[config.mk]
export PLATFORM = sky130hd
export DESIGN_NAME = sensor_report_trigger_top
export DESIGN_NICKNAME = d
export VERILOG_FILES = /design/src/design/srt_pkg.sv /design/src/design/sensor_report_trigger_top.sv
export SDC_FILE = /design/constraint.sdc
export NUM_CORES = 1
export LEC_CHECK = 0
export BUFFER_PORTS_ARGS = -buffer_cell sky130_fd_sc_hd__buf_4
export CAP_MARGIN = 10
export CELL_PAD_IN_SITES_DETAIL_PLACEMENT = 1
export CELL_PAD_IN_SITES_GLOBAL_PLACEMENT = 2
export CORE_ASPECT_RATIO = 0.9
export CORE_UTILIZATION = 30
export CTS_BUF_LIST = sky130_fd_sc_hd__clkbuf_2
export DETAILED_ROUTE_END_ITERATION = 7
export PLACE_DENSITY_LB_ADDON = 0.25
export SLEW_MARGIN = 5
export SYNTH_ARGS = -nofsm -noshare
export SYNTH_HDL_FRONTEND = slang
export SYNTH_SLANG_ARGS = --single-unit
[constraint.sdc]
create_clock -name clk_i -period 6.7 [get_ports clk_i]
set_clock_uncertainty 0.2 [all_clocks]
set_input_delay 1.005 -clock clk_i [delete_from_list [all_inputs] [get_ports clk_i]]
set_output_delay 1.005 -clock clk_i [all_outputs]
set_load 0.02 [all_outputs]
[src/design/srt_pkg.sv]
// ----------------------------------------------------------------------------
// srt_pkg: shared types and constants for the sensor report trigger
// Command and cause codes, register indexes, reset values and the band rule.
// ----------------------------------------------------------------------------
package srt_pkg;

  localparam int unsigned ValW   = 10;
  localparam int unsigned TickW  = 16;
  localparam int unsigned TrigW  = 12;
  localparam int unsigned CfgIdxW = 3;
  localparam int unsigned CfgW   = 16;

  typedef enum logic [1:0] {
    CmdSample = 2'd0,
    CmdTick   = 2'd1,
    CmdStart  = 2'd2,
    CmdStop   = 2'd3
  } cmd_e;

  typedef enum logic [1:0] {
    CauseNow   = 2'd0,
    CauseQuiet = 2'd1,
    CauseMax   = 2'd2,
    CauseStart = 2'd3
  } cause_e;

  typedef enum logic [CfgIdxW-1:0] {
    RegLowLimit  = 3'd0,
    RegHighLimit = 3'd1,
    RegStepSize  = 3'd2,
    RegMinPeriod = 3'd3,
    RegMaxPeriod = 3'd4
  } cfg_reg_e;

  localparam logic [1:0] BandLow  = 2'd0;
  localparam logic [1:0] BandMid  = 2'd1;
  localparam logic [1:0] BandHigh = 2'd2;

  localparam logic [ValW-1:0]  LowLimitRst  = 10'd250;
  localparam logic [ValW-1:0]  HighLimitRst = 10'd750;
  localparam logic [ValW-1:0]  StepSizeRst  = 10'd10;
  localparam logic [TickW-1:0] MinPeriodRst = 16'd10;
  localparam logic [TickW-1:0] MaxPeriodRst = 16'd600;

  localparam logic [TickW-1:0] TickMax = {TickW{1'b1}};

  function automatic logic [1:0] band_of(input logic [ValW-1:0] v,
                                         input logic [ValW-1:0] lo,
                                         input logic [ValW-1:0] hi);
    logic [1:0] b;
    if (v > hi) begin
      b = BandHigh;
    end else if (v <= lo) begin
      b = BandLow;
    end else begin
      b = BandMid;
    end
    return b;
  endfunction

endpackage

[src/design/sensor_report_trigger_top.sv]
// ----------------------------------------------------------------------------
// sensor_report_trigger_top: decides when a sensor value is reported
// Band, step, quiet period and timeout rules on a stream of sample, tick,
// start and stop items.
// ----------------------------------------------------------------------------
// Usage:
//   Input channel (in_valid_i / in_stall_o) carries command_i and
//   sample_value_i. An item is taken on a clock edge with valid high and
//   stall low. Each item lands in an input register; the decision logic
//   then updates the tracking state and, if a report is due, loads the
//   result register (out_valid_o / out_stall_i).
//   Throughput: 1 item per cycle; the only limit is the single result
//   register. Items that give no report pass even while a result waits.
//   An item that gives a report waits in the input register while the
//   receiver stalls a previous report; then in_stall_o goes high.
//   Configuration (cfg_we_i, cfg_index_i, cfg_data_i) must be written only
//   while the block is idle; the block does not enforce this. A write takes
//   effect at once; unknown indexes are ignored. Reset: registers return to
//   their defaults, state clears, nothing is observed until a start item.
// ----------------------------------------------------------------------------
module sensor_report_trigger_top
  import srt_pkg::*;
(
  input  logic                clk_i,
  input  logic                rst_ni,
  input  logic                cfg_we_i,
  input  logic [CfgIdxW-1:0]  cfg_index_i,
  input  logic [CfgW-1:0]     cfg_data_i,
  input  logic                in_valid_i,
  output logic                in_stall_o,
  input  logic [1:0]          command_i,
  input  logic [ValW-1:0]     sample_value_i,
  output logic                out_valid_o,
  input  logic                out_stall_i,
  output logic [ValW-1:0]     reported_value_o,
  output logic [1:0]          reported_band_o,
  output logic [1:0]          cause_o
);

  // configuration
  logic [ValW-1:0]  low_limit_q, high_limit_q, step_size_q;
  logic [TickW-1:0] min_period_q, max_period_q;

  // input register
  logic            in_valid_q;
  cmd_e            cmd_q;
  logic [ValW-1:0] sample_q;

  // tracking state
  logic [ValW-1:0]         latest_q, latest_d;
  logic [ValW-1:0]         prev_q, prev_d;
  logic [1:0]              band_q, band_d;
  logic signed [TrigW-1:0] upper_q, upper_d, lower_q, lower_d;
  logic [TickW-1:0]        quiet_cnt_q, quiet_cnt_d, tmo_cnt_q, tmo_cnt_d;
  logic                    quiet_over_q, quiet_over_d;
  logic                    pending_q, pending_d;
  logic                    observing_q, observing_d;

  // result register
  logic            out_valid_q;
  logic [ValW-1:0] out_value_q;
  logic [1:0]      out_band_q;
  cause_e          out_cause_q;

  // decision
  logic                    emit;
  logic [ValW-1:0]         emit_val;
  cause_e                  emit_cause;
  logic [1:0]              emit_band;
  logic                    out_free, advance, out_load;
  logic signed [TrigW-1:0] s_ext;
  logic [TickW-1:0]        quiet_inc, tmo_inc;

  always_comb begin
    latest_d     = latest_q;
    prev_d       = prev_q;
    band_d       = band_q;
    upper_d      = upper_q;
    lower_d      = lower_q;
    quiet_cnt_d  = quiet_cnt_q;
    tmo_cnt_d    = tmo_cnt_q;
    quiet_over_d = quiet_over_q;
    pending_d    = pending_q;
    observing_d  = observing_q;
    emit         = 1'b0;
    emit_val     = latest_q;
    emit_cause   = CauseNow;
    s_ext        = $signed({{(TrigW-ValW){1'b0}}, sample_q});
    quiet_inc    = (quiet_cnt_q < TickMax) ? quiet_cnt_q + 1'b1 : quiet_cnt_q;
    tmo_inc      = (tmo_cnt_q < TickMax) ? tmo_cnt_q + 1'b1 : tmo_cnt_q;

    case (cmd_q)
      CmdSample: begin
        latest_d = sample_q;
        if (observing_q && (sample_q != prev_q)) begin
          prev_d = sample_q;
          if ((band_of(sample_q, low_limit_q, high_limit_q) != band_q) ||
              (s_ext >= upper_q) || (s_ext <= lower_q)) begin
            if (quiet_over_q) begin
              emit     = 1'b1;
              emit_val = sample_q;
            end else begin
              pending_d = 1'b1;
            end
          end
        end
      end
      CmdTick: begin
        if (observing_q) begin
          // quiet period is resolved before the timeout on the same tick
          if (!quiet_over_q) begin
            quiet_cnt_d = quiet_inc;
            if (quiet_inc >= min_period_q) begin
              if (pending_q) begin
                pending_d  = 1'b0;
                emit       = 1'b1;
                emit_cause = CauseQuiet;
              end else begin
                quiet_over_d = 1'b1;
              end
            end
          end
          if (!emit) begin
            tmo_cnt_d = tmo_inc;
            if (tmo_inc >= max_period_q) begin
              emit       = 1'b1;
              emit_cause = CauseMax;
            end
          end
        end
      end
      CmdStart: begin
        observing_d = 1'b1;
        emit        = 1'b1;
        emit_cause  = CauseStart;
      end
      default: begin
        observing_d = 1'b0;
        pending_d   = 1'b0;
      end
    endcase

    emit_band = band_of(emit_val, low_limit_q, high_limit_q);
    if (emit) begin
      band_d       = emit_band;
      upper_d      = $signed({{(TrigW-ValW){1'b0}}, emit_val}) +
                     $signed({{(TrigW-ValW){1'b0}}, step_size_q});
      lower_d      = $signed({{(TrigW-ValW){1'b0}}, emit_val}) -
                     $signed({{(TrigW-ValW){1'b0}}, step_size_q});
      quiet_cnt_d  = '0;
      quiet_over_d = (min_period_q == '0);
      tmo_cnt_d    = '0;
    end
  end

  assign out_free   = !out_valid_q || !out_stall_i;
  assign advance    = in_valid_q && (!emit || out_free);
  assign out_load   = advance && emit;
  assign in_stall_o = in_valid_q && !advance;

  always_ff @(posedge clk_i or negedge rst_ni) begin
    if (!rst_ni) begin
      low_limit_q  <= LowLimitRst;
      high_limit_q <= HighLimitRst;
      step_size_q  <= StepSizeRst;
      min_period_q <= MinPeriodRst;
      max_period_q <= MaxPeriodRst;
    end else if (cfg_we_i) begin
      case (cfg_index_i)
        RegLowLimit:  low_limit_q  <= cfg_data_i[ValW-1:0];
        RegHighLimit: high_limit_q <= cfg_data_i[ValW-1:0];
        RegStepSize:  step_size_q  <= cfg_data_i[ValW-1:0];
        RegMinPeriod: min_period_q <= cfg_data_i[TickW-1:0];
        RegMaxPeriod: max_period_q <= cfg_data_i[TickW-1:0];
        default: ;
      endcase
    end
  end

  always_ff @(posedge clk_i or negedge rst_ni) begin
    if (!rst_ni) begin
      in_valid_q <= 1'b0;
    end else if (!in_stall_o) begin
      in_valid_q <= in_valid_i;
    end
  end

  always_ff @(posedge clk_i) begin
    if (in_valid_i && !in_stall_o) begin
      cmd_q    <= cmd_e'(command_i);
      sample_q <= sample_value_i;
    end
  end

  always_ff @(posedge clk_i or negedge rst_ni) begin
    if (!rst_ni) begin
      latest_q     <= '0;
      prev_q       <= '0;
      band_q       <= '0;
      upper_q      <= '0;
      lower_q      <= '0;
      quiet_cnt_q  <= '0;
      tmo_cnt_q    <= '0;
      quiet_over_q <= 1'b0;
      pending_q    <= 1'b0;
      observing_q  <= 1'b0;
    end else if (advance) begin
      latest_q     <= latest_d;
      prev_q       <= prev_d;
      band_q       <= band_d;
      upper_q      <= upper_d;
      lower_q      <= lower_d;
      quiet_cnt_q  <= quiet_cnt_d;
      tmo_cnt_q    <= tmo_cnt_d;
      quiet_over_q <= quiet_over_d;
      pending_q    <= pending_d;
      observing_q  <= observing_d;
    end
  end

  always_ff @(posedge clk_i or negedge rst_ni) begin
    if (!rst_ni) begin
      out_valid_q <= 1'b0;
    end else if (out_load) begin
      out_valid_q <= 1'b1;
    end else if (!out_stall_i) begin
      out_valid_q <= 1'b0;
    end
  end

  always_ff @(posedge clk_i) begin
    if (out_load) begin
      out_value_q <= emit_val;
      out_band_q  <= emit_band;
      out_cause_q <= emit_cause;
    end
  end

  assign out_valid_o      = out_valid_q;
  assign reported_value_o = out_value_q;
  assign reported_band_o  = out_band_q;
  assign cause_o          = out_cause_q;

  // a report restarts both periods
  a_report_restarts: assert property (@(posedge clk_i) disable iff (!rst_ni)
    out_load |=> (quiet_cnt_q == '0) && (tmo_cnt_q == '0))
    else $error("periods not restarted after report");

  // nothing is held back while not observing
  a_pending_needs_obs: assert property (@(posedge clk_i) disable iff (!rst_ni)
    !observing_q |-> !pending_q)
    else $error("held-back report while not observing");

  // a stalled result is never overwritten
  a_no_overwrite: assert property (@(posedge clk_i) disable iff (!rst_ni)
    (out_valid_q && out_stall_i) |-> !out_load)
    else $error("result register overwritten while stalled");

  // a reported band is never the unused code
  a_band_legal: assert property (@(posedge clk_i) disable iff (!rst_ni)
    out_valid_q |-> (out_band_q != 2'd3))
    else $error("illegal band in report");

endmodule

==> impl_metrics.csv, run 1 <==
group,metric,value,unit
setup_path,crit_fanout,5,
layout,final_area,0.01154,mm²
synth,seq_area_frac_synth,0.4244,
layout,area_delta_synth_final,12.31,%
sta,tightest_slew,0.9376,ns
cts,cts_buffer_depth,2,
synth,synth_area_leaders,"dfrtp_1, ha_1, edfxtp_1",
place,post_dp_cell_area,0.01126,mm²
global_routing,grt_pass1_vias,7892,
synth,ys.flop_type,"dfrtp_1",
sta,slew_headroom,0.3749,
drt,detail-route-antenna-nets,0,
global_routing,antenna_found_initial,1,
synth,synth_top_area_cell,"dfrtp_1",
cts,cts_root_buffer,"clkbuf_2",
sta,timing.setup.tns,0,ns
setup_path,critPathMaxStageDelay,0.50,ns
layout,fin_nets,1261,
setup_path,reg2regPathDepth,19,
power,power,3.076,mW
cts,clk_pin_slew,0.26,ns
global_routing,grtUsageTotal,0.1801,
synth,ys_types,70,
cts,cts_num_sinks,168,
layout,final_common_cell,"nand2_1",
synth,synth_seq_cells,168,
drt,dr_total_vias,7702,
sta,max_freq,160.5,MHz
cts,htreeDepth,4,
setup_path,r2r-end,"upper_q[10]$_DFFE_PN0P_",
setup_path,path_class,"register to output pin",
sta,grt_setup_unrepaired,"no",
drt,wl_per_cell,18.87,µm
cts,clock_latency,0.79,ns
layout,final_cell_mix,"nand2_1, dfrtp_1, ha_1",
floorplanning,placementRows,63,
place,dp.cells,1538,
cts,cts_buffers,17,
synth,synth-edff-count,26,
place,gp_congestion,0.8179,
synth,syn_inst,1042,
worst_hold_path,hp-class,"primary input to register",
setup_path,slowest_stage,"dfrtp_2",
setup_path,r2r_slack,0.92,ns
sta,hold_viol,0,
setup_path,worstPathCellList,"ha_1 -> and2_1 -> nand4_1 -> or3_1 -> nor2b_4 -> nor3b_4 -> nand3_1 -> or2_2 -> nand2_1 -> ha_1 -> a21oi_1 -> o21ai_0 -> a221oi_2 -> a21oi_2 -> o41ai_2 -> or2_4 -> nand3_2 -> nand2_2 -> nor2_1 -> buf_4",
global_routing,grt_max_degree,90,
drt,drc,0,
drt,vias_per_cell,4.887,
place,hpwl,22.65,mm
floorplanning,die_w,197.1,µm
global_routing,overflow,0,
setup_path,critPathArrivalTime,5.02,ns
floorplanning,start_util,0.3081,
power,power.density,266.5,mW/mm²
power,static-leakage-power,5.288,nW
layout,final_cells,1576,
global_routing,grt_pass1_wl,47.44,mm
synth,yosys_warnings,0,
setup_path,rr_startpoint,"sample_q[7]$_DFFE_PP_",
power,peakVddDrop,0.08816,mV
sta,finalCriticalPeriod,6.230,ns
setup_path,startpoint_type,"register",
drt,firstDrtPassIters,5,
run,cap_violations,0,
setup_path,cp.required,5.49,ns
synth,syn-num-nets,1197,
sta,setup_viol,0,
status,outcome,"completed",
synth,synthesis.area,0.01027,mm²
layout,drive_above_1_share,0.1653,
synth,syn_avg_cell_area,9.860,µm²
synth,async_flop_share,0.8452,
setup_path,cpMostUsedCell,"ha_1",
sta,finalCritPeriodShare,0.9298,
place,port_buffers,51,
synth,synth_top_area_frac,0.2947,
drt,initialDrtViolationCount,298,
floorplanning,die_height,177.6,µm
sta,slew_violations,0,
setup_path,setup.worst_path.start,"quiet_cnt_q[0]$_DFFE_PN0P_",
floorplanning,die_area,0.03499,mm²
cts,cts_tree,"built",
setup_path,endpoint_kind,"output pin",
floorplanning,ioPinCount,52,
setup_path,critical_path.endpoint,"in_stall_o",
floorplanning,core,0.03334,mm²
drt,drt-total-wl,29.73,mm
[Yosys cell counts, types with 21 or more instances]
master	count
a21oi_1	59
dfrtp_1	121
dfstp_2	21
edfxtp_1	26
ha_1	117
inv_1	105
mux2_1	22
mux2_2	30
nand2_1	128
nand3_1	25
nor2_1	29
o21ai_0	74
xnor2_1	21
[flip-flops by register name, indices dropped and copies added, names as in the netlist, 2 cells and up]
name,flops
max_period_q,16
high_limit_q,10
quiet_cnt_q,16
tmo_cnt_q,16
cause_o,2
sample_q,10
cmd_q,2
reported_band_o,2
prev_q,10
latest_q,10
low_limit_q,10
lower_q,10
min_period_q,16
step_size_q,10
band_q,2
upper_q,11
reported_value_o,10
[logic make-up (layout without fill, tap and decap cells)]
family | Yosys count | count (layout) | synth area share
flip-flops | 168 | 168 | 0.4244
AO/OA/AOI/OAI | 247 | 247 | 0.1533
other | 0 | 2 | 0
adder cells (fa/ha/maj) | 119 | 119 | 0.1464
AND/OR/NAND/NOR | 285 | 285 | 0.1346
XOR/XNOR | 35 | 35 | 0.02984
buffers and inverters | 132 | 209 | 0.05054
multiplexers | 56 | 56 | 0.06089
[critical path: cells and delay by family, from the launching register on]
kind / cells / cell delay, ns
flops: 1 / 0.50
simple gates: 12 / 1.97
buf+inv: 1 / 0.16
fa+ha+maj: 2 / 0.46
compound gates: 5 / 1.15
[stage by stage]
step	worst slack (ns)	hold WS, ns	util
2_1_floorplan	1.390	0.2485	-
3_3_place_gp	0.7437	0.2635	0.3377
3_5_place_dp	0.5622	0.2750	0.3377
4_1_cts	0.0005249	0.07346	0.3445
5_1_grt	0.01665	0.06044	0.3460
6_report	0.4702	0.1700	0.3461
[worst min path at each step]
stage	to	from	slack, ns	cells after the start
after global placement	latest_q[4]$_DFFE_PN0P_	latest_q[4]$_DFFE_PN0P_	0.26	1
after detailed placement	latest_q[7]$_DFFE_PN0P_	latest_q[7]$_DFFE_PN0P_	0.28	1
after CTS	sample_q[0]$_DFFE_PP_	sample_value_i[0]	0.07	1
after floorplan	lower_q[9]$_DFFE_PN0P_	lower_q[9]$_DFFE_PN0P_	0.25	2
final	sample_q[0]$_DFFE_PP_	sample_value_i[0]	0.17	1
after global routing	sample_q[0]$_DFFE_PP_	sample_value_i[0]	0.06	1
[routing by layer]
metal  GRT usage  routed length, µm
met1      0.2786              16250
met2      0.2603              12420
met3     0.02794                819
met4     0.03650                251
met5           0                  0
[layout make-up]
class / instances / area [µm²]
fillers: 3811 / 21800
multi-input cells: 742 / 5475
flip-flops and latches: 168 / 4362
well taps: 455 / 569.3
repair buffers: 71 / 539.3
inverters: 106 / 397.9
clock inverters: 14 / 100.1
clock buffers: 18 / 90.09
diodes: 2 / 5.005
[where the power goes]
group          internal [mW]  switching [mW]
Combinational          0.491           0.693
Sequential              1.27           0.130
Clock                  0.101           0.395
Total                   1.86            1.22
[repair_timing]
| item | CTS | global route |
|---|---|---|
| hold endpoints to repair | 1 | 0 |
| pin swaps | 0 | 1 |
| resized for setup | 5 | 7 |
| endpoints found under the setup margin | 1 | 1 |
| buffers inserted | 0 | 3 |
| hold buffers | 1 | 0 |
Note: power is estimated with default switching activity, not from simulation.
==> run 2: changes to the inputs <==
--- a/config.mk
+++ b/config.mk
@@ -13,8 +13,8 @@
 export CORE_UTILIZATION = 30
 export CTS_BUF_LIST = sky130_fd_sc_hd__clkbuf_2
 export DETAILED_ROUTE_END_ITERATION = 7
-export PLACE_DENSITY_LB_ADDON = 0.25
-export SLEW_MARGIN = 5
+export PLACE_DENSITY = 0.72
+export SLEW_MARGIN = 20
 export SYNTH_ARGS = -nofsm -noshare
 export SYNTH_HDL_FRONTEND = slang
 export SYNTH_SLANG_ARGS = --single-unit
==> impl_metrics.csv, run 2 (same netlist as run 1, synthesis figures left out) <==
group,metric,value,unit
setup_path,critPathArrivalTime,4.99,ns
drt,wl_per_cell,18.69,µm
sta,slew_headroom,0.3641,
cts,cts_tree,"built",
layout,final_area,0.01156,mm²
sta,finalCritPeriodShare,0.9241,
setup_path,critPathTopFamily,"simple AND/OR/NAND/NOR gates",
sta,slew_violations,0,
setup_path,reg2regPathDepth,20,
global_routing,grtUsageTotal,0.1746,
floorplanning,die_height,177.6,µm
place,hpwl,22.30,mm
setup_path,path_class,"register to output pin",
floorplanning,ioPinCount,52,
sta,setup_viol,0,
floorplanning,die_w,197.1,µm
layout,fin_nets,1256,
global_routing,overflow,0,
sta,max_freq,161.5,MHz
cts,clk_pin_slew,0.30,ns
setup_path,cp_num_cells,18,
cts,cts_num_sinks,168,
place,post_dp_cell_area,0.01125,mm²
setup_path,cpMostUsedCell,"nor2_1",
global_routing,grt_max_degree,94,
cts,htreeDepth,4,
cts,ctsHoldBuffers,0,
sta,grt_setup_unrepaired,"no",
cts,cts_buffer_depth,2,
setup_path,r2r-end,"upper_q[10]$_DFFE_PN0P_",
sta,hold_slack,0.07513,ns
layout,area_delta_synth_final,12.48,%
worst_hold_path,hp-class,"primary input to async pin",
floorplanning,core,0.03334,mm²
cts,cts_buffers,17,
drt,drc,0,
sta,tightest_slew,0.9538,ns
status,outcome,"completed",
drt,initialDrtViolationCount,341,
floorplanning,start_util,0.3081,
sta,hold_viol,0,
setup_path,slowest_stage,"dfrtp_1",
setup_path,r2r_slack,1.05,ns
setup_path,cp.required,5.49,ns
setup_path,worstPathCellList,"and3_1 -> nand4_1 -> nor3_2 -> and3_2 -> nor2_1 -> nand3_1 -> or2_2 -> nand2_1 -> ha_1 -> a22o_1 -> o41ai_1 -> a21oi_2 -> o41ai_2 -> or2_4 -> nand3_2 -> nand2_2 -> nor2_1 -> buf_4",
setup_path,rr_startpoint,"sample_q[2]$_DFFE_PP_",
drt,drt-total-wl,29.34,mm
layout,final_common_cell,"nand2_1",
drt,firstDrtPassIters,4,
setup_path,path_buf_inv,1,
setup_path,crit_fanout,9,
drt,dr_total_vias,7714,
global_routing,grt_pass1_vias,7925,
power,power.density,274.6,mW/mm²
floorplanning,die_area,0.03499,mm²
global_routing,grt_pass1_wl,46.32,mm
power,peakVddDrop,0.09673,mV
drt,detail-route-antenna-nets,0,
place,port_buffers,51,
global_routing,antenna_found_initial,1,
floorplanning,placementRows,63,
power,static-leakage-power,5.300,nW
cts,cts_root_buffer,"clkbuf_2",
layout,post-route-util,0.3466,
layout,drive_above_1_share,0.1625,
setup_path,endpoint_kind,"output pin",
place,gp_congestion,0.8160,
run,cap_violations,0,
sta,setup_ws,0.5087,ns
setup_path,startpoint_type,"register",
setup_path,critPathMaxStageDelay,0.51,ns
cts,clock_latency,0.82,ns
sta,finalCriticalPeriod,6.191,ns
place,pre_cts_ws,0.5932,ns
layout,final_cell_mix,"nand2_1, dfrtp_1, ha_1",
drt,vias_per_cell,4.913,
sta,timing.setup.tns,0,ns
setup_path,setup.worst_path.start,"tmo_cnt_q[4]$_DFFE_PN0P_",
run 2: cell types whose count changed in the layout (fill, tap and decap cells not counted), sizes merged:
cell / delta
buf: -4
clkinvlp: -3
inv: +3
bufinv: +2
clkinv: -2
diode: -1
dlygate4sd3: -1
run 2: through the flow:
stage          power (mW)  cells
3_3_place_gp        2.560   1536
6_report            3.174   1570
5_1_grt             3.441   1570
2_1_floorplan       2.211   1042
3_5_place_dp        2.597   1536
4_1_cts             3.222   1568
run 2: layout make-up:
cell class,instances,area [µm²]
Multi-Input combinational cell,742,5472
Clock inverter,14,165.2
Antenna cell,1,2.502
Sequential cell,168,4360
Timing Repair Buffer,66,499.2
Inverter,106,397.9
Fill cell,3812,21790
Clock buffer,18,90.09
Tap cell,455,569.3
run 2: repair_timing:
| action | in CTS | in global routing |
|---|---|---|
| hold endpoints to repair | 0 | 0 |
| pin swaps | 0 | 4 |
| endpoints found under the setup margin | 1 | 1 |
| setup buffers | 0 | 1 |
| gates resized for setup | 4 | 7 |
run 2: power by group:
group / switching [mW] / internal, mW / leakage, nW
Clock: 0.416 / 0.187 / 0.159
Sequential: 0.134 / 1.27 / 1.99
Combinational: 0.683 / 0.489 / 3.15
Total: 1.23 / 1.94 / 5.30
run 2: how the worst max path moves through the flow:
stage	endpoint
after floorplan	in_stall_o
after global placement	in_stall_o
after detailed placement	in_stall_o
after CTS	in_stall_o
after global routing	in_stall_o
final	in_stall_o
run 2: per-layer routing:
metal	part of all wire	track usage
met4	0.0060	0.03101
met5	0	0
met1	0.53	0.2602
met2	0.45	0.2680
met3	0.017	0.02547
run 2: worst register-to-register path, stage by stage (launching register included):
cell and delay, ns:
edfxtp_1 0.82, ha_1 0.36, and4_1 0.17, a221oi_1 0.28
a2bb2oi_1 0.28, xnor2_1 0.13, o31ai_1 0.37, a21oi_2 0.12
buf_4 0.21, mux2_2 0.38, inv_1 0.09, fa_1 0.43
o21ba_2 0.21, o21ai_0 0.30, a21oi_1 0.14, nor2_1 0.12
nor2_1 0.09, o31ai_1 0.45, a21oi_1 0.13, o21ba_2 0.21
o21ai_0 0.13
